## config.mk

```make
export PLATFORM = sky130hd
export DESIGN_NAME = binary_to_ascii_hex_decimal_formatter_unit
export DESIGN_NICKNAME = d
export VERILOG_FILES = /design/src/bahf_pkg.sv /design/src/bahf_dpath.sv /design/src/bahf_ctrl.sv /design/src/binary_to_ascii_hex_decimal_formatter_unit.sv
export VERILOG_INCLUDE_DIRS = /design/src /design/src/src
export SDC_FILE = /design/constraint.sdc
export NUM_CORES = 1
export LEC_CHECK = 0
export BUFFER_PORTS_ARGS = -buffer_cell sky130_fd_sc_hd__buf_4
export CAP_MARGIN = 25
export CORE_ASPECT_RATIO = 0.9
export CORE_UTILIZATION = 40
export CTS_CLUSTER_SIZE = 40
export DETAILED_ROUTE_END_ITERATION = 8
export PLACE_DENSITY_LB_ADDON = 0.3
export SLEW_MARGIN = 20
export SYNTH_ARGS = -nofsm -noshare
export SYNTH_HDL_FRONTEND = slang
export SYNTH_SLANG_ARGS = --single-unit
```

## constraint.sdc

```tcl
create_clock -name aclk -period 7.4 [get_ports aclk]
set_input_delay 0.37 -clock aclk [delete_from_list [all_inputs] [get_ports aclk]]
set_output_delay 0.37 -clock aclk [all_outputs]
set_load 0.02 [all_outputs]
```

## src/binary_to_ascii_hex_decimal_formatter_unit_defines.svh

```systemverilog
// Assertion helpers used by the formatter controller.
// Both expect aclk and aresetn in scope.
`ifndef BINARY_TO_ASCII_HEX_DECIMAL_FORMATTER_UNIT_DEFINES_SVH
`define BINARY_TO_ASCII_HEX_DECIMAL_FORMATTER_UNIT_DEFINES_SVH

// same-cycle implication
`define BAHF_ASSERT_IMPL(lbl, ante, cons, msg) \
    lbl: assert property (@(posedge aclk) disable iff (!aresetn) (ante) |-> (cons)) \
        else $error(msg);

// next-cycle implication
`define BAHF_ASSERT_NEXT(lbl, ante, cons, msg) \
    lbl: assert property (@(posedge aclk) disable iff (!aresetn) (ante) |=> (cons)) \
        else $error(msg);

`endif

```

## src/bahf_pkg.sv

```systemverilog
package bahf_pkg;

    localparam int VALUE_W = 32;
    localparam int FUNC_W  = 3;
    localparam int CHAR_W  = 8;
    localparam int DIGIT_W = 4;
    localparam int DIGITS  = 10;
    localparam int BCD_W   = DIGITS * DIGIT_W;
    localparam int IDX_W   = 4;
    localparam int CNT_W   = 6;

    localparam logic [FUNC_W-1:0] FUNC_HEX8  = 3'd0;
    localparam logic [FUNC_W-1:0] FUNC_HEX16 = 3'd1;
    localparam logic [FUNC_W-1:0] FUNC_HEX32 = 3'd2;
    localparam logic [FUNC_W-1:0] FUNC_SDEC8 = 3'd3;
    localparam logic [FUNC_W-1:0] FUNC_DEC8  = 3'd4;
    localparam logic [FUNC_W-1:0] FUNC_DEC16 = 3'd5;
    localparam logic [FUNC_W-1:0] FUNC_DEC32 = 3'd6;

    localparam logic [CHAR_W-1:0] ASCII_ZERO  = 8'h30;
    localparam logic [CHAR_W-1:0] ASCII_HEXA  = 8'h57;  // 'a' minus ten
    localparam logic [CHAR_W-1:0] ASCII_MINUS = 8'h2d;

    localparam logic [DIGIT_W-1:0] DIGIT_TEN = 4'd10;
    localparam logic [DIGIT_W-1:0] DD_LIMIT  = 4'd5;
    localparam logic [DIGIT_W-1:0] DD_ADJUST = 4'd3;

    localparam logic [2:0] REG_ADDR_OUTPUT_ENABLE = 3'd0;

    typedef enum logic [2:0] {
        ST_IDLE,
        ST_CONVERT,
        ST_SIGN,
        ST_SCAN,
        ST_EMIT
    } state_t;

    typedef struct packed {
        logic load;
        logic dd_step;
        logic skip;
        logic emit_sign;
        logic emit_digit;
    } cmd_t;

    typedef struct packed {
        logic in_fmt_ok;
        logic in_hex;
        logic cnt_last;
        logic neg;
        logic digit_zero;
        logic idx_zero;
        logic out_free;
    } status_t;

endpackage

```

## src/bahf_dpath.sv

```systemverilog
module bahf_dpath (
    input  logic                              aclk,
    input  logic                              aresetn,
    input  logic [bahf_pkg::FUNC_W-1:0]       s_func,
    input  logic [bahf_pkg::VALUE_W-1:0]      s_value,
    input  bahf_pkg::cmd_t                    cmd,
    output bahf_pkg::status_t                 st,
    output logic                              m_valid,
    input  logic                              m_ready,
    output logic [bahf_pkg::CHAR_W-1:0]       m_char,
    output logic                              m_last
);

    logic [bahf_pkg::VALUE_W-1:0] bin_reg, bin_next;
    logic [bahf_pkg::BCD_W-1:0]   bcd_reg, bcd_next;
    logic [bahf_pkg::CNT_W-1:0]   cnt_reg, cnt_next;
    logic [bahf_pkg::IDX_W-1:0]   idx_reg, idx_next;
    logic                         neg_reg, neg_next;
    logic                         out_valid_reg, out_valid_next;
    logic [bahf_pkg::CHAR_W-1:0]  out_char_reg, out_char_next;
    logic                         out_last_reg, out_last_next;

    logic [bahf_pkg::VALUE_W-1:0] load_bin;
    logic [bahf_pkg::BCD_W-1:0]   load_bcd;
    logic [bahf_pkg::CNT_W-1:0]   load_cnt;
    logic [bahf_pkg::IDX_W-1:0]   load_idx;
    logic                         in_neg;
    logic                         in_hex;
    logic                         in_fmt_ok;
    logic [7:0]                   mag8;
    logic [bahf_pkg::BCD_W-1:0]   bcd_adj;
    logic [bahf_pkg::DIGIT_W-1:0] digit_cur;
    logic [bahf_pkg::CHAR_W-1:0]  digit_char;

    // item decode
    always_comb begin
        load_bin  = '0;
        load_bcd  = '0;
        load_cnt  = '0;
        load_idx  = '0;
        in_neg    = 1'b0;
        in_hex    = 1'b0;
        in_fmt_ok = 1'b1;
        mag8      = s_value[7:0];
        case (s_func)
            bahf_pkg::FUNC_HEX8: begin
                in_hex   = 1'b1;
                load_bcd = {32'd0, s_value[7:0]};
                load_idx = 4'd1;
            end
            bahf_pkg::FUNC_HEX16: begin
                in_hex   = 1'b1;
                load_bcd = {24'd0, s_value[15:0]};
                load_idx = 4'd3;
            end
            bahf_pkg::FUNC_HEX32: begin
                in_hex   = 1'b1;
                load_bcd = {8'd0, s_value};
                load_idx = 4'd7;
            end
            bahf_pkg::FUNC_SDEC8: begin
                in_neg   = s_value[7];
                // 0x80 negates to 0x80, read as 128 unsigned
                mag8     = s_value[7] ? 8'(~s_value[7:0] + 8'd1) : s_value[7:0];
                load_bin = {mag8, 24'd0};
                load_cnt = 6'd8;
                load_idx = 4'd2;
            end
            bahf_pkg::FUNC_DEC8: begin
                load_bin = {s_value[7:0], 24'd0};
                load_cnt = 6'd8;
                load_idx = 4'd2;
            end
            bahf_pkg::FUNC_DEC16: begin
                load_bin = {s_value[15:0], 16'd0};
                load_cnt = 6'd16;
                load_idx = 4'd4;
            end
            bahf_pkg::FUNC_DEC32: begin
                load_bin = s_value;
                load_cnt = 6'd32;
                load_idx = 4'd9;
            end
            default: begin
                in_fmt_ok = 1'b0;
            end
        endcase
    end

    // double-dabble correction, one independent adder per BCD digit
    always_comb begin
        for (int k = 0; k < bahf_pkg::DIGITS; k++) begin
            if (bcd_reg[k*bahf_pkg::DIGIT_W +: bahf_pkg::DIGIT_W] >= bahf_pkg::DD_LIMIT) begin
                bcd_adj[k*bahf_pkg::DIGIT_W +: bahf_pkg::DIGIT_W] =
                    bcd_reg[k*bahf_pkg::DIGIT_W +: bahf_pkg::DIGIT_W] + bahf_pkg::DD_ADJUST;
            end else begin
                bcd_adj[k*bahf_pkg::DIGIT_W +: bahf_pkg::DIGIT_W] =
                    bcd_reg[k*bahf_pkg::DIGIT_W +: bahf_pkg::DIGIT_W];
            end
        end
    end

    assign digit_cur = bcd_reg[{idx_reg, 2'b00} +: bahf_pkg::DIGIT_W];

    always_comb begin
        if (digit_cur < bahf_pkg::DIGIT_TEN) begin
            digit_char = bahf_pkg::ASCII_ZERO + {4'd0, digit_cur};
        end else begin
            digit_char = bahf_pkg::ASCII_HEXA + {4'd0, digit_cur};
        end
    end

    always_comb begin
        bin_next = bin_reg;
        bcd_next = bcd_reg;
        cnt_next = cnt_reg;
        idx_next = idx_reg;
        neg_next = neg_reg;
        if (cmd.load) begin
            bin_next = load_bin;
            bcd_next = load_bcd;
            cnt_next = load_cnt;
            idx_next = load_idx;
            neg_next = in_neg;
        end else if (cmd.dd_step) begin
            bcd_next = {bcd_adj[bahf_pkg::BCD_W-2:0], bin_reg[bahf_pkg::VALUE_W-1]};
            bin_next = {bin_reg[bahf_pkg::VALUE_W-2:0], 1'b0};
            cnt_next = cnt_reg - 6'd1;
        end else if (cmd.skip || (cmd.emit_digit && idx_reg != '0)) begin
            idx_next = idx_reg - 4'd1;
        end
    end

    always_comb begin
        out_valid_next = out_valid_reg;
        out_char_next  = out_char_reg;
        out_last_next  = out_last_reg;
        if (cmd.emit_sign) begin
            out_valid_next = 1'b1;
            out_char_next  = bahf_pkg::ASCII_MINUS;
            out_last_next  = 1'b0;
        end else if (cmd.emit_digit) begin
            out_valid_next = 1'b1;
            out_char_next  = digit_char;
            out_last_next  = (idx_reg == '0);
        end else if (m_ready) begin
            out_valid_next = 1'b0;
        end
    end

    always_ff @(posedge aclk) begin
        bin_reg      <= bin_next;
        bcd_reg      <= bcd_next;
        cnt_reg      <= cnt_next;
        idx_reg      <= idx_next;
        neg_reg      <= neg_next;
        out_char_reg <= out_char_next;
        out_last_reg <= out_last_next;
    end

    always_ff @(posedge aclk) begin
        if (!aresetn) begin
            out_valid_reg <= 1'b0;
        end else begin
            out_valid_reg <= out_valid_next;
        end
    end

    assign st.in_fmt_ok  = in_fmt_ok;
    assign st.in_hex     = in_hex;
    assign st.cnt_last   = (cnt_reg == 6'd1);
    assign st.neg        = neg_reg;
    assign st.digit_zero = (digit_cur == '0);
    assign st.idx_zero   = (idx_reg == '0);
    assign st.out_free   = !out_valid_reg || m_ready;

    assign m_valid = out_valid_reg;
    assign m_char  = out_char_reg;
    assign m_last  = out_last_reg;

endmodule

```

## src/bahf_ctrl.sv

```systemverilog
`include "binary_to_ascii_hex_decimal_formatter_unit_defines.svh"

module bahf_ctrl (
    input  logic               aclk,
    input  logic               aresetn,
    input  logic               s_valid,
    output logic               s_ready,
    input  logic               output_enable,
    input  bahf_pkg::status_t  st,
    output bahf_pkg::cmd_t     cmd
);

    bahf_pkg::state_t state_reg, state_next;
    logic             lead_zero;

    // leading zero of a decimal number, never the ones digit
    assign lead_zero = st.digit_zero && !st.idx_zero;

    always_comb begin
        state_next = state_reg;
        case (state_reg)
            bahf_pkg::ST_IDLE: begin
                if (s_valid && output_enable && st.in_fmt_ok) begin
                    state_next = st.in_hex ? bahf_pkg::ST_EMIT : bahf_pkg::ST_CONVERT;
                end
            end
            bahf_pkg::ST_CONVERT: begin
                if (st.cnt_last) begin
                    state_next = st.neg ? bahf_pkg::ST_SIGN : bahf_pkg::ST_SCAN;
                end
            end
            bahf_pkg::ST_SIGN: begin
                if (st.out_free) begin
                    state_next = bahf_pkg::ST_SCAN;
                end
            end
            bahf_pkg::ST_SCAN: begin
                if (!lead_zero && st.out_free) begin
                    state_next = st.idx_zero ? bahf_pkg::ST_IDLE : bahf_pkg::ST_EMIT;
                end
            end
            bahf_pkg::ST_EMIT: begin
                if (st.out_free && st.idx_zero) begin
                    state_next = bahf_pkg::ST_IDLE;
                end
            end
            default: begin
                state_next = bahf_pkg::ST_IDLE;
            end
        endcase
    end

    always_comb begin
        s_ready        = 1'b0;
        cmd            = '0;
        case (state_reg)
            bahf_pkg::ST_IDLE: begin
                s_ready  = 1'b1;
                cmd.load = s_valid && output_enable && st.in_fmt_ok;
            end
            bahf_pkg::ST_CONVERT: begin
                cmd.dd_step = 1'b1;
            end
            bahf_pkg::ST_SIGN: begin
                cmd.emit_sign = st.out_free;
            end
            bahf_pkg::ST_SCAN: begin
                cmd.skip       = lead_zero;
                cmd.emit_digit = !lead_zero && st.out_free;
            end
            bahf_pkg::ST_EMIT: begin
                cmd.emit_digit = st.out_free;
            end
            default: begin
                cmd = '0;
            end
        endcase
    end

    always_ff @(posedge aclk) begin
        if (!aresetn) begin
            state_reg <= bahf_pkg::ST_IDLE;
        end else begin
            state_reg <= state_next;
        end
    end

    `BAHF_ASSERT_IMPL(a_emit_has_room, cmd.emit_sign || cmd.emit_digit, st.out_free, "word loaded over an untaken word")
    `BAHF_ASSERT_IMPL(a_sign_only_neg, cmd.emit_sign, st.neg, "minus sign for a non-negative number")
    `BAHF_ASSERT_NEXT(a_last_to_idle, cmd.emit_digit && st.idx_zero, state_reg == bahf_pkg::ST_IDLE, "no return to idle after last character")
    `BAHF_ASSERT_IMPL(a_one_command, 1'b1, $onehot0(cmd), "more than one datapath command")

endmodule

```

## src/binary_to_ascii_hex_decimal_formatter_unit.sv

```systemverilog
// Order: for hex, the emit state follows the accepting edge and registers all N digits
// (N = 2, 4, 8); for decimal, W double-dabble shifts (W = 8, 16 or 32) come first, then the
// scan state skips each suppressed leading zero; a minus sign, when present, comes first.
// A new number is taken only in the idle state, once the last character of the one before
// is registered; each character waits while the output word is not yet taken.
// Reset (aresetn low, synchronous): controller idle, output word dropped, output_enable = 1.
module binary_to_ascii_hex_decimal_formatter_unit (
    input  logic        aclk,
    input  logic        aresetn,
    input  logic        s_axis_tvalid,
    output logic        s_axis_tready,
    input  logic [31:0] s_axis_tdata,   // [31:0] value
    input  logic [2:0]  s_axis_tuser,   // [2:0] func
    output logic        m_axis_tvalid,
    input  logic        m_axis_tready,
    output logic [7:0]  m_axis_tdata,   // [7:0] char_code
    output logic        m_axis_tlast,
    input  logic        psel,
    input  logic        penable,
    input  logic        pwrite,
    input  logic [2:0]  paddr,
    input  logic [31:0] pwdata,
    output logic [31:0] prdata,
    output logic        pready
);

    bahf_pkg::cmd_t    cmd;
    bahf_pkg::status_t st;
    logic              oe_reg, oe_next;
    logic              oe_hit;

    assign oe_hit = (paddr == bahf_pkg::REG_ADDR_OUTPUT_ENABLE);
    assign pready = 1'b1;
    assign prdata = oe_hit ? {31'd0, oe_reg} : 32'd0;

    always_comb begin
        oe_next = oe_reg;
        if (psel && penable && pwrite && pready && oe_hit) begin
            oe_next = pwdata[0];
        end
    end

    always_ff @(posedge aclk) begin
        if (!aresetn) begin
            oe_reg <= 1'b1;
        end else begin
            oe_reg <= oe_next;
        end
    end

    bahf_ctrl u_ctrl (
        .aclk          (aclk),
        .aresetn       (aresetn),
        .s_valid       (s_axis_tvalid),
        .s_ready       (s_axis_tready),
        .output_enable (oe_reg),
        .st            (st),
        .cmd           (cmd)
    );

    bahf_dpath u_dpath (
        .aclk    (aclk),
        .aresetn (aresetn),
        .s_func  (s_axis_tuser),
        .s_value (s_axis_tdata),
        .cmd     (cmd),
        .st      (st),
        .m_valid (m_axis_tvalid),
        .m_ready (m_axis_tready),
        .m_char  (m_axis_tdata),
        .m_last  (m_axis_tlast)
    );

endmodule

```

After elaboration in Yosys (flattened, before gate mapping)
Index checks and enable logic that the tools add are counted.
Word-level totals
  register bits: 97
  word-level logic and storage cells: 129
  input bits: 77
  output and inout port bits: 44
Operators by class
  $add $sub $neg: 15
  reductions and logical operators: 28
  bitwise logic cells: 1
  $lt $le $gt $ge: 11
  equality and inequality tests: 17
  shift operators: 1
  multiplexer cells: 46
Operators by type and width (number)
  $pmux 32 s4: 1
  $pmux 32 s3: 1
  $mux 40: 2
  $mux 32: 2
  $mux 4: 12
  $ge 4x3->1 const B: 10
  $shiftx 40x7->4: 1
  $add 4x2->4 const B: 9
  $mux 3: 8
  $pmux 4 s6: 1
  $pmux 6 s3: 1
  $mux 8: 2
  $pmux 3 s5: 1
  $eq 3x2->1 const B: 4
  $eq 3x3->1 const B: 4
  $mux 1: 12
  $mux 6: 2
  $ne 2x1->1 const B: 5
  $logic_and 1x1->1: 9
  $logic_not 3->1: 3
  $add 7x4->8 const A: 1
  $add 8x1->8 const B: 1
  $logic_not 4->1: 2
  $not 8->8: 1
  other kinds (19): 24

Longest topological paths before layout
Gate-level depths: netlist of the first run.
  depth in word-level cells: 11
  mapped depth: 12
  depth with buffers taken out: 9

Modules after synthesis
From an unflattened synthesis of the first run, not the netlist that was laid out.
Second synthesis, totals
  cells, all modules: 689
  area total of the unflattened synthesis: 6388.6 um2
Modules (own cells, without submodules)
  bahf_dpath: seq. area each 2672.6 um2, cells an instance 609, instances 1, area each 5763.0 um2
  bahf_ctrl: seq. area each 60.1 um2, cells an instance 38, instances 1, area each 316.6 um2
  binary_to_ascii_hex_decimal_formatter_unit: seq. area each 20.0 um2, cells an instance 42, instances 1, area each 309.0 um2

Least setup slack after synthesis of the first run
OpenSTA, ideal clock, no wires.
  kind: in2reg
  start point: in s_axis_tuser[0]
  end point: reg u_dpath.bcd_reg[0] (netlist bit), enable pin
  cell stages on the path: 4
  library setup time: 634 ps
  slack: 333 ps
  path buffers: 1
  arrival: 6434 ps
  data required time: 6766 ps
  cell sequence: clkbuf_1 > nand3_1 > nand3_1 > a21boi_0
Between the ends
  cells in the longest elaborated chain, start to end: 6
  elaborated cells on any way between the ends: 12
  classes of those cells: 6 x eq/ne; 2 x mux; 4 x reduce/logical
RTL lines
  start: declaration: RTL line binary_to_ascii_hex_decimal_formatter_unit.sv:13  | input logic [2:0] s_axis_tuser,
  $eq 3x1->1 (tied with other cells): RTL line bahf_dpath.sv:45  | case (s_func)
  $reduce_or 7->1 (no source line) *
  $mux 1 *: RTL line bahf_dpath.sv:45
  $logic_and 1x1->1 *: RTL line bahf_ctrl.sv:59  | cmd.load = s_valid && output_enable && st.in_fmt_ok;
  $mux 1 *: RTL line bahf_ctrl.sv:56  | case (state_reg)
  $reduce_bool 2->1 (no source line) *
  end signal: assignment: RTL line bahf_dpath.sv:153  | bcd_reg <= bcd_next;
  end: declaration: RTL line bahf_dpath.sv:15  | logic [bahf_pkg::BCD_W-1:0] bcd_reg, bcd_next;
Every way passes the cells marked *; elsewhere a longest branch is shown, timed or not.
A chain may end at the register's enable or synchronous reset.

Final worst setup path of the first run
  start point: reg u_dpath.idx_reg[0] (netlist bit)
  end point: reg u_dpath.idx_reg[3] (netlist bit), enable pin
Between the ends
  cells in the longest elaborated chain, start to end: 10
  elaborated cells on any way between the ends: 14
  classes of those cells: 1 x shift; 2 x mux; 11 x reduce/logical
RTL lines
  start: declaration: RTL line bahf_dpath.sv:17  | logic [bahf_pkg::IDX_W-1:0] idx_reg, idx_next;
  start signal: assignment: RTL line bahf_dpath.sv:155  | idx_reg <= idx_next;
  $shiftx 40x7->4 / $logic_not 4->1 (equally long branches): RTL line bahf_dpath.sv:103, bahf_dpath.sv:174
  $logic_not 4->1 / $logic_not 1->1 (equally long branches): RTL line bahf_dpath.sv:173, bahf_ctrl.sv:17
  $logic_and 1x1->1: RTL line bahf_ctrl.sv:17  | assign lead_zero = st.digit_zero && !st.idx_zero;
  $logic_not 1->1: RTL line bahf_ctrl.sv:69  | cmd.emit_digit = !lead_zero && st.out_free;
  $logic_and 1x1->1: RTL line bahf_ctrl.sv:69
  $pmux 1 s2: RTL line bahf_ctrl.sv:56
  $logic_and 1x1->1: RTL line bahf_dpath.sv:129  | end else if (cmd.skip || (cmd.emit_digit && idx_reg != '0)) begin
  $logic_or 1x1->1 *: RTL line bahf_dpath.sv:129
  $reduce_bool 2->1 (no source line) *
  $reduce_and 2->1 (no source line) *
Marks and branches as above.

==> run metrics, run 1 <==
P_int approximately 1.9 mW; CP Data Arrival Time between 3 and 4 ns; critical path type flop to flop; Seq cells post-synth between 90 and 100; Synth Area in Compound Gates between 10% and 20%; grt ovf 0; full die area roughly 16000 sq um; most common cell after layout, fill and taps aside nand2_1; share of the yosys chip area belonging to registers 43.9%; clock skew ~0.011 ns; nets ~800; Clock Pin Slew Worst Setup and Hold Paths ~0.060 ns; TNS Setup 0 ns; # resized after CTS 0; Final setup viols 0; Routed Antenna Nets 0; CTS Sinks 96; power share of the combinational group a little under half; total CTS buffers 9; Psw roughly 1.3 mW; Setup crit start u_dpath.idx_reg[0]; Netlist cell types 58; switching share of power 41.0%; mux share of post-synthesis cell area slightly above 5%; HP Class primary input to flop; initial core utilization roughly 41%; Peak supply drop between 150 and 200 uV; CP max-delay cell edfxtp_1; Max Buffers Root-to-Sink 2; via count 4946; most frequent cells in the layout 93 x nand2_1, 83 x edfxtp_1, 68 x nor2_1; Root Buffer clkbuf_16; crit-path max cell delay ~0.95 ns; Crit path required time 7.41 ns; Syn. warnings 0; R2R Path End u_dpath.idx_reg[3]; EDFF count, synth 83; height of the die 121 um; outcome completed; largest net degree at the start of global routing 85; RSZ-0062 raised after global routing no; area delta synth->final 11.3%; initial antenna violation count 0; post-layout util a little under half; H-tree depth 3; Max Freq ~270 MHz; WP depth 7; Crit. End Element flop; setup slack, reg-to-reg around 3.6 ns; Hold Crit Start aresetn; Residual DRC 0; ant diodes 0; die width roughly 130 um; Hold Slack roughly 0.22 ns; DR WL/cell 16.5 um; Synth Cell Area ~6300 sq um; Final Hold Vio Count 0; Reg power frac 40.1%; Worst Setup EP u_dpath.idx_reg[3]; drt pass-1 iters 6; All-Layer GR Usage between 10% and 20%; post-synthesis xor/xnor area fraction slightly above 4%; DR iter-0 viols ~390; Via density around 5.4; cells on worst reg2reg path 7; Post-DP HPWL between 10000 and 15000 um; adder and majority gate portion of the synthesized area 4.99%; Top FF cell, synth edfxtp_1; # port buffers 56; total of max-cap violations 0; Core Area about 15000 sq um; routed wire length 15200 um; cell count after synthesis around 680; Crit path max-delay family compound AO/OA/AOI/OAI gates; Power Total around 3.2 mW; Worst Path Max Fanout 20; Final Max Slew Viols 0; post-synthesis async set-or-reset flop share 0%; Layout Cells excl Fill ~920; critical path startpoint category flop; gpl congestion 0.868; Setup Fix Bufs, Post-CTS 0; layout cell share with drive strength beyond 1 13.1%; worst path cell trace mux4_2 > o22a_1 > a2bb2oi_4 > ha_1 > nand4_1 > o31ai_2 > o21ai_0; share of the clock period used by the worst path between 50 and 60%; number of flip-flops in the largest register 40; actual slew at the worst max-slew pin a little under 1 ns; num rows 43; Post-Place Cells roughly 910; Period minus WS final approximately 3.8 ns; largest family of logic cells by synthesized area simple AND/OR/NAND/NOR gates; worst slew margin relative to its limit around 34%; Worst R2R Start u_dpath.idx_reg[0]; Mean Syn Cell Area about 9 sq um; Bufs and invs on worst path 0; CTS tree done; vias in the first global route ~4700; Lkg Pwr ~2.8 nW; Clk network pwr share between 10% and 20%; Cell Pwr Density between 400 and 500 nW/um^2; worst skew pair latency around 0.35 ns; I/O pin cnt 121; first-pass GRT wire length 24100 um; Synth Area in Simple Gates a little under a fifth; hold_buf cts 0
==> cells by family (layout without fill, tap and decap cells) <==
family	Yosys count	after routing
flops	96	96
xor+xnor	29	29
other cells	2	33
compound gates	154	154
fa+ha+maj	25	25
buf+inv	100	106
simple gates	250	250
mux	26	26
==> cells in the mapped netlist, drive strengths merged, types with 14 or more instances <==
cell type / instances / share of area (%)
nand2b: 17 / 1.7
a221oi: 14 / 2.0
nand3: 28 / 2.2
inv: 30 / 1.8
mux2i: 16 / 2.6
xnor2: 20 / 2.8
o21ai: 55 / 4.4
a21oi: 47 / 3.7
nor3b: 14 / 1.8
buf: 42 / 4.7
ha: 25 / 5.0
edfxtp: 83 / 40
nand2: 93 / 5.6
nor2: 68 / 4.1
clkbuf: 28 / 1.7
==> routing by layer <==
layer | share of wire [%] | track usage (%)
met1 | 44 | 24.9
met2 | 49 | 33.1
met3 | 5.9 | 2.98
met4 | 0.99 | 5.13
met5 | 0 | 0
==> per-stage QoR <==
step,area (sq um),setup slack (ns)
finish,6990,3.63
global placement,6700,3.67
global route,6990,3.38
detailed placement,6700,3.63
floorplan,6390,0.333
CTS,6990,3.62
==> how the worst min path moves through the flow <==
stage                        end  cells past startpoint  slack (ns)
2_1_floorplan             oe_reg                      1        0.43
3_3_place_gp   u_dpath.m_char[5]                      2        0.43
3_5_place_dp      u_dpath.m_last                      2        0.45
4_1_cts                   oe_reg                      2        0.21
5_1_grt                   oe_reg                      2        0.23
6_report                  oe_reg                      2        0.22
==> layout make-up <==
class	instances	area (sq um)
sequential	96	2750
clock inverter	7	57.6
timing repair buffer	60	450
inverter	30	113
tap	202	253
clock buffer	9	225
multi-input combinational	517	3130
fill	1519	8400
==> power by group through the flow <==
stage / Sequential [mW] / Combinational, mW / Clock [mW]
after floorplan: 1.23 / 1.16 / 0
after global placement: 1.26 / 1.38 / 0
after detailed placement: 1.28 / 1.45 / 0
after CTS: 1.27 / 1.45 / 0.458
after global routing: 1.31 / 1.62 / 0.473
final: 1.27 / 1.45 / 0.448
No activity file was read; power rests on OpenSTA's default activity.
==> run 2: changes to the inputs <==
- clock period: 7.4 -> 3.3 ns (I/O delays scaled with it)
==> run metrics, run 2 (same netlist as run 1, synthesis figures left out) <==
die width 134 um (unchanged); # resized after CTS 0 (unchanged); Post-DP HPWL 10500 um (-2.2%); initial core utilization 40.8% (unchanged); critical path type flop to flop; Crit path required time 3.29 ns (-4.12 ns); worst slew margin relative to its limit 35.8% (+1.4 points); gpl congestion 0.848 (-2.2%); Worst Path Max Fanout 16 (-20%); Final setup viols 0 (unchanged); most common cell after layout, fill and taps aside nand2_1; Via density 5.34 (-0.61%); most frequent cells in the layout 93 x nand2_1, 83 x edfxtp_1, 68 x nor2_1; Peak supply drop 417 uV (+130%); # port buffers 56 (unchanged); Crit path max-delay family compound AO/OA/AOI/OAI gates; P_int 4.45 mW (+140%); HP Class primary input to flop; first-pass GRT wire length 23800 um (-1.0%); share of the clock period used by the worst path 91.9% (+41 points); Bufs and invs on worst path 1 (+1); Clk network pwr share 16.6% (+2.5 points); CP max-delay cell edfxtp_1; routed wire length 15000 um (-1.6%); Period minus WS final 3.03 ns (-0.735 ns); initial antenna violation count 0 (unchanged); number of flip-flops in the largest register 40 (unchanged); actual slew at the worst max-slew pin 0.964 ns (-0.0210 ns); grt ovf 0 (unchanged); total CTS buffers 9 (unchanged); ant diodes 0 (unchanged); Reg power frac 38.2% (-1.9 points); cells on worst reg2reg path 9 (+2); Root Buffer clkbuf_16; via count 4937 (-0.18%); Max Buffers Root-to-Sink 2 (unchanged); Residual DRC 0 (unchanged); vias in the first global route 4688 (-0.85%); H-tree depth 3 (unchanged); Final Max Slew Viols 0 (unchanged); DR iter-0 viols 381 (-2.1%); I/O pin cnt 121 (unchanged); hold_buf cts 0 (unchanged); Crit. End Element flop; Lkg Pwr 2.83 nW (+2.1%); Cell Pwr Density 1030 nW/um^2 (+130%); full die area 16200 sq um (unchanged); Worst R2R Start u_dpath.idx_reg[0]; Setup Fix Bufs, Post-CTS 0 (unchanged); power share of the combinational group 45.2% (-0.5 points); post-layout util 46.1% (+0.67 points); crit-path max cell delay 0.51 ns (-0.44 ns); TNS Setup 0 ns (unchanged); Final Hold Vio Count 0 (unchanged); CTS Sinks 96 (unchanged); RSZ-0062 raised after global routing no; worst skew pair latency 0.36 ns (about the same); pre-CTS setup slack 0.272 ns (-3.36 ns); total of max-cap violations 0 (unchanged); Routed Antenna Nets 0 (unchanged); WHS Endpoint oe_reg; nets 820 (+0.49%); CTS tree done; Hold Path Depth 2 (unchanged); Max Freq 330 MHz (+24%); DR WL/cell 16.2 um (-2.0%); drt pass-1 iters 5 (-1); critical path startpoint category flop; CP Data Arrival Time 3.03 ns (-0.75 ns); area delta synth->final 13.0%; setup slack, reg-to-reg 0.27 ns (-3.36 ns); worst path cell trace buf_4 > mux2_2 > o22a_1 > a2bb2oi_4 > ha_1 > nand3_1 > nor4_1 > nor2_1 > o21ai_0; Core Area 15400 sq um (unchanged); num rows 43 (unchanged); Clock Pin Slew Worst Setup and Hold Paths 0.06 ns (about the same); Final WS setup 0.267 ns (-3.36 ns); WP depth 9 (+2); outcome completed; largest net degree at the start of global routing 59 (-31%); All-Layer GR Usage 19.3% (+0.093 points); Power Total 7.33 mW (+130%); switching share of power 39.4% (-1.6 points); Hold Crit Start aresetn; Psw 2.89 mW (+120%); layout cell share with drive strength beyond 1 13.4% (+0.34 points); clock skew 0.0112 ns (+0.000203 ns); R2R Path End u_dpath.idx_reg[0]; height of the die 121 um (unchanged)
[run 2: worst max-delay path by stage]
stage,start,to
3_3_place_gp,u_dpath.idx_reg[0],u_dpath.idx_reg[0]
6_report,u_dpath.idx_reg[0],u_dpath.idx_reg[0]
3_5_place_dp,u_dpath.idx_reg[0],u_dpath.idx_reg[0]
4_1_cts,u_dpath.idx_reg[0],u_dpath.idx_reg[2]
2_1_floorplan,u_ctrl.state_reg[0],u_dpath.bcd_reg[0]
5_1_grt,u_dpath.idx_reg[0],u_dpath.idx_reg[0]
[run 2: through the flow]
| stage | hold WS (ns) | area, sq um | instances |
|---|---|---|---|
| after floorplan | 0.227 | 6390 | 713 |
| after global placement | 0.372 | 6750 | 909 |
| after detailed placement | 0.389 | 6750 | 909 |
| after CTS | 0.00986 | 7090 | 925 |
| after global routing | 0.0149 | 7090 | 925 |
| final | 0.0176 | 7090 | 925 |
[run 2: layer usage]
layer | GRT usage (%) | vias up | part of all wire [%]
met5 | 0 | - | 0
met4 | 5.62 | 0 | 1.1
met3 | 4.95 | 14 | 6.3
met1 | 25.3 | 2333 | 46
met2 | 31.2 | 178 | 47
li1 | - | 2412 | -
[run 2: area by class of cell]
class                           instances  area, sq um
Inverter                               30          113
Clock buffer                            9          225
Fill cell                            1470         8300
Timing Repair Buffer                   64          493
Tap cell                              202          253
Sequential cell                        96         2750
Clock inverter                          7          119
Multi-Input combinational cell        517         3130
[run 2: power by group through the flow]
stage | clock [mW] | combinational, mW | sequential [mW]
2_1_floorplan | 0 | 2.61 | 2.69
3_3_place_gp | 0 | 3.18 | 2.79
3_5_place_dp | 0 | 3.29 | 2.82
4_1_cts | 1.25 | 3.32 | 2.80
5_1_grt | 1.29 | 3.72 | 2.89
6_report | 1.22 | 3.31 | 2.80
==> run 3: changes to the inputs <==
- CORE_ASPECT_RATIO: 0.9 -> unset
==> run metrics, run 3 (same netlist as run 1, synthesis figures left out) <==
Via density 5.29 (-0.91%); Peak supply drop 409 uV (-1.8%); Crit. End Element flop; clock skew 0.00528 ns (-0.00587 ns); critical path type flop to flop; drt pass-1 iters 6 (+1); Residual DRC 0 (unchanged); met1 WL 6910 um (+0.85%); DR WL/cell 15.9 um (-1.7%); vias in the first global route 4718 (+0.64%); outcome completed; first-pass GRT wire length 24200 um (+1.8%); actual slew at the worst max-slew pin 0.837 ns (-0.126 ns); top routing layer used met4; routed wire length 14900 um (-0.49%); largest net degree at the start of global routing 79 (+34%); Period minus WS final 2.99 ns (-0.0414 ns); die width 127 um (-5.1%); ant diodes 0 (unchanged); Setup Fix Bufs, Post-CTS 0 (unchanged); Worst Path Max Fanout 17 (+1); Final Max Slew Viols 0 (unchanged); full die area 16200 sq um (about the same); HP Class primary input to flop; initial core utilization 41.1% (+0.34 points); Lkg Pwr 2.83 nW (about the same); Core Area 15300 sq um (-0.84%); Hold Slack 0.0265 ns (+0.00890 ns); worst skew pair latency 0.35 ns (about the same); Routed Antenna Nets 0 (unchanged); Max Freq 334 MHz (+1.4%); number of flip-flops in the largest register 40 (unchanged); setup slack, reg-to-reg 0.31 ns (+0.04 ns); total CTS buffers 9 (unchanged); CTS Sinks 96 (unchanged); filler cell count 1449 (-1.4%); H-tree depth 3 (unchanged); layout cell share with drive strength beyond 1 13.4% (-0.037 points); initial antenna violation count 0 (unchanged); most common cell after layout, fill and taps aside nand2_1; TNS Setup 0 ns (unchanged); critical path startpoint category flop; wire length on met2 6940 um (-0.91%); DR iter-0 viols 368 (-3.4%); # port buffers 56 (unchanged); Max Buffers Root-to-Sink 2 (unchanged); Crit path required time 3.29 ns (about the same); height of the die 127 um (+5.3%); nets 822 (+0.24%); Post-DP HPWL 10700 um (+2.6%); CTS tree done; Final setup viols 0 (unchanged); CP Data Arrival Time 2.98 ns (-0.05 ns); Final Hold Vio Count 0 (unchanged); I/O pin cnt 121 (unchanged); area delta synth->final 13.0% (about the same); num rows 45 (+4.7%); All-Layer GR Usage 19.3% (about the same); Clock Pin Slew Worst Setup and Hold Paths 0.07 ns (about the same); share of the clock period used by the worst path 90.7% (-1.3 points); Root Buffer clkbuf_16; gpl congestion 0.850 (+0.21%); via count 4950 (+0.26%); RSZ-0062 raised after global routing no; grt ovf 0 (unchanged); worst slew margin relative to its limit 44.0% (+8.2 points); Cell Pwr Density 1030 nW/um^2 (-0.67%); most frequent cells in the layout 93 x nand2_1, 83 x edfxtp_1, 68 x nor2_1; total of max-cap violations 0 (unchanged); met3 WL post-DR 742 um (-21%)
==> run 3: changes by cell type in the layout (fill, tap and decap cells not counted), sizes merged <==
cell	before	now
bufinv	3	2
dlygate4sd3	0	1
inv	31	32
buf	64	65
==> run 3: worst max-delay path, stage by stage, from the launching register on <==
cell	delay (ns)
edfxtp_1	0.45
buf_4	0.29
mux2_2	0.36
o22a_1	0.22
a2bb2oi_4	0.20
ha_1	0.24
nand3_1	0.10
nor4_1	0.42
nor2_1	0.06
o21ai_0	0.26
==> run 3: where the power goes <==
| group | switching, mW | total (mW) | internal, mW |
|---|---|---|---|
| logic | 1.93 | 3.34 | 1.41 |
| registers | 0.504 | 2.80 | 2.29 |
| clock network | 0.477 | 1.14 | 0.666 |
| total | 2.91 | 7.29 | 4.37 |
==> run 3: timing repair <==
action                                  CTS  global route
hold buffers                              1             0
endpoints found under the setup margin    0             0
resized for setup                         0             0
endpoints found under the hold margin     1             0
==> run 3: area by class of cell <==
type | count | area, sq um | area share (%)
Clock buffer | 9 | 225 | 3.18
Clock inverter | 7 | 93.8 | 1.32
Inverter | 30 | 113 | 1.59
Multi-Input combinational cell | 517 | 3130 | 44.2
Sequential cell | 96 | 2750 | 38.8
Tap cell | 211 | 264 | 3.72
Timing Repair Buffer | 66 | 508 | 7.16
==> run 3: routing by layer <==
layer / vias to the layer above / track usage [%]
met5: - / 0
met3: 24 / 3.73
met4: 0 / 7.28
met2: 162 / 30.8
li1: 2418 / -
met1: 2346 / 25.9
==> run 3: worst paths after layout <==
check             cells after the start            endpoint               start
hold / removal                        3              oe_reg           pwdata[0]
setup / recovery                      9  u_dpath.idx_reg[3]  u_dpath.idx_reg[0]
hold reg to reg                       2   u_dpath.m_char[5]   u_dpath.m_char[5]
setup reg to reg                      9  u_dpath.idx_reg[3]  u_dpath.idx_reg[0]
==> run 3: per-stage QoR <==
stage               utilization, %  power (mW)  setup WS (ns)  cell area [sq um]  instances
finish                        46.5        7.29          0.308               7090        936
detailed placement            44.3        6.16          0.337               6760        918
CTS                           46.4        7.33          0.307               7090        935
global placement              44.3        5.98          0.445               6760        918
global route                  46.5        7.87         0.0106               7090        936
floorplan                        -        5.29         0.0575               6390        713
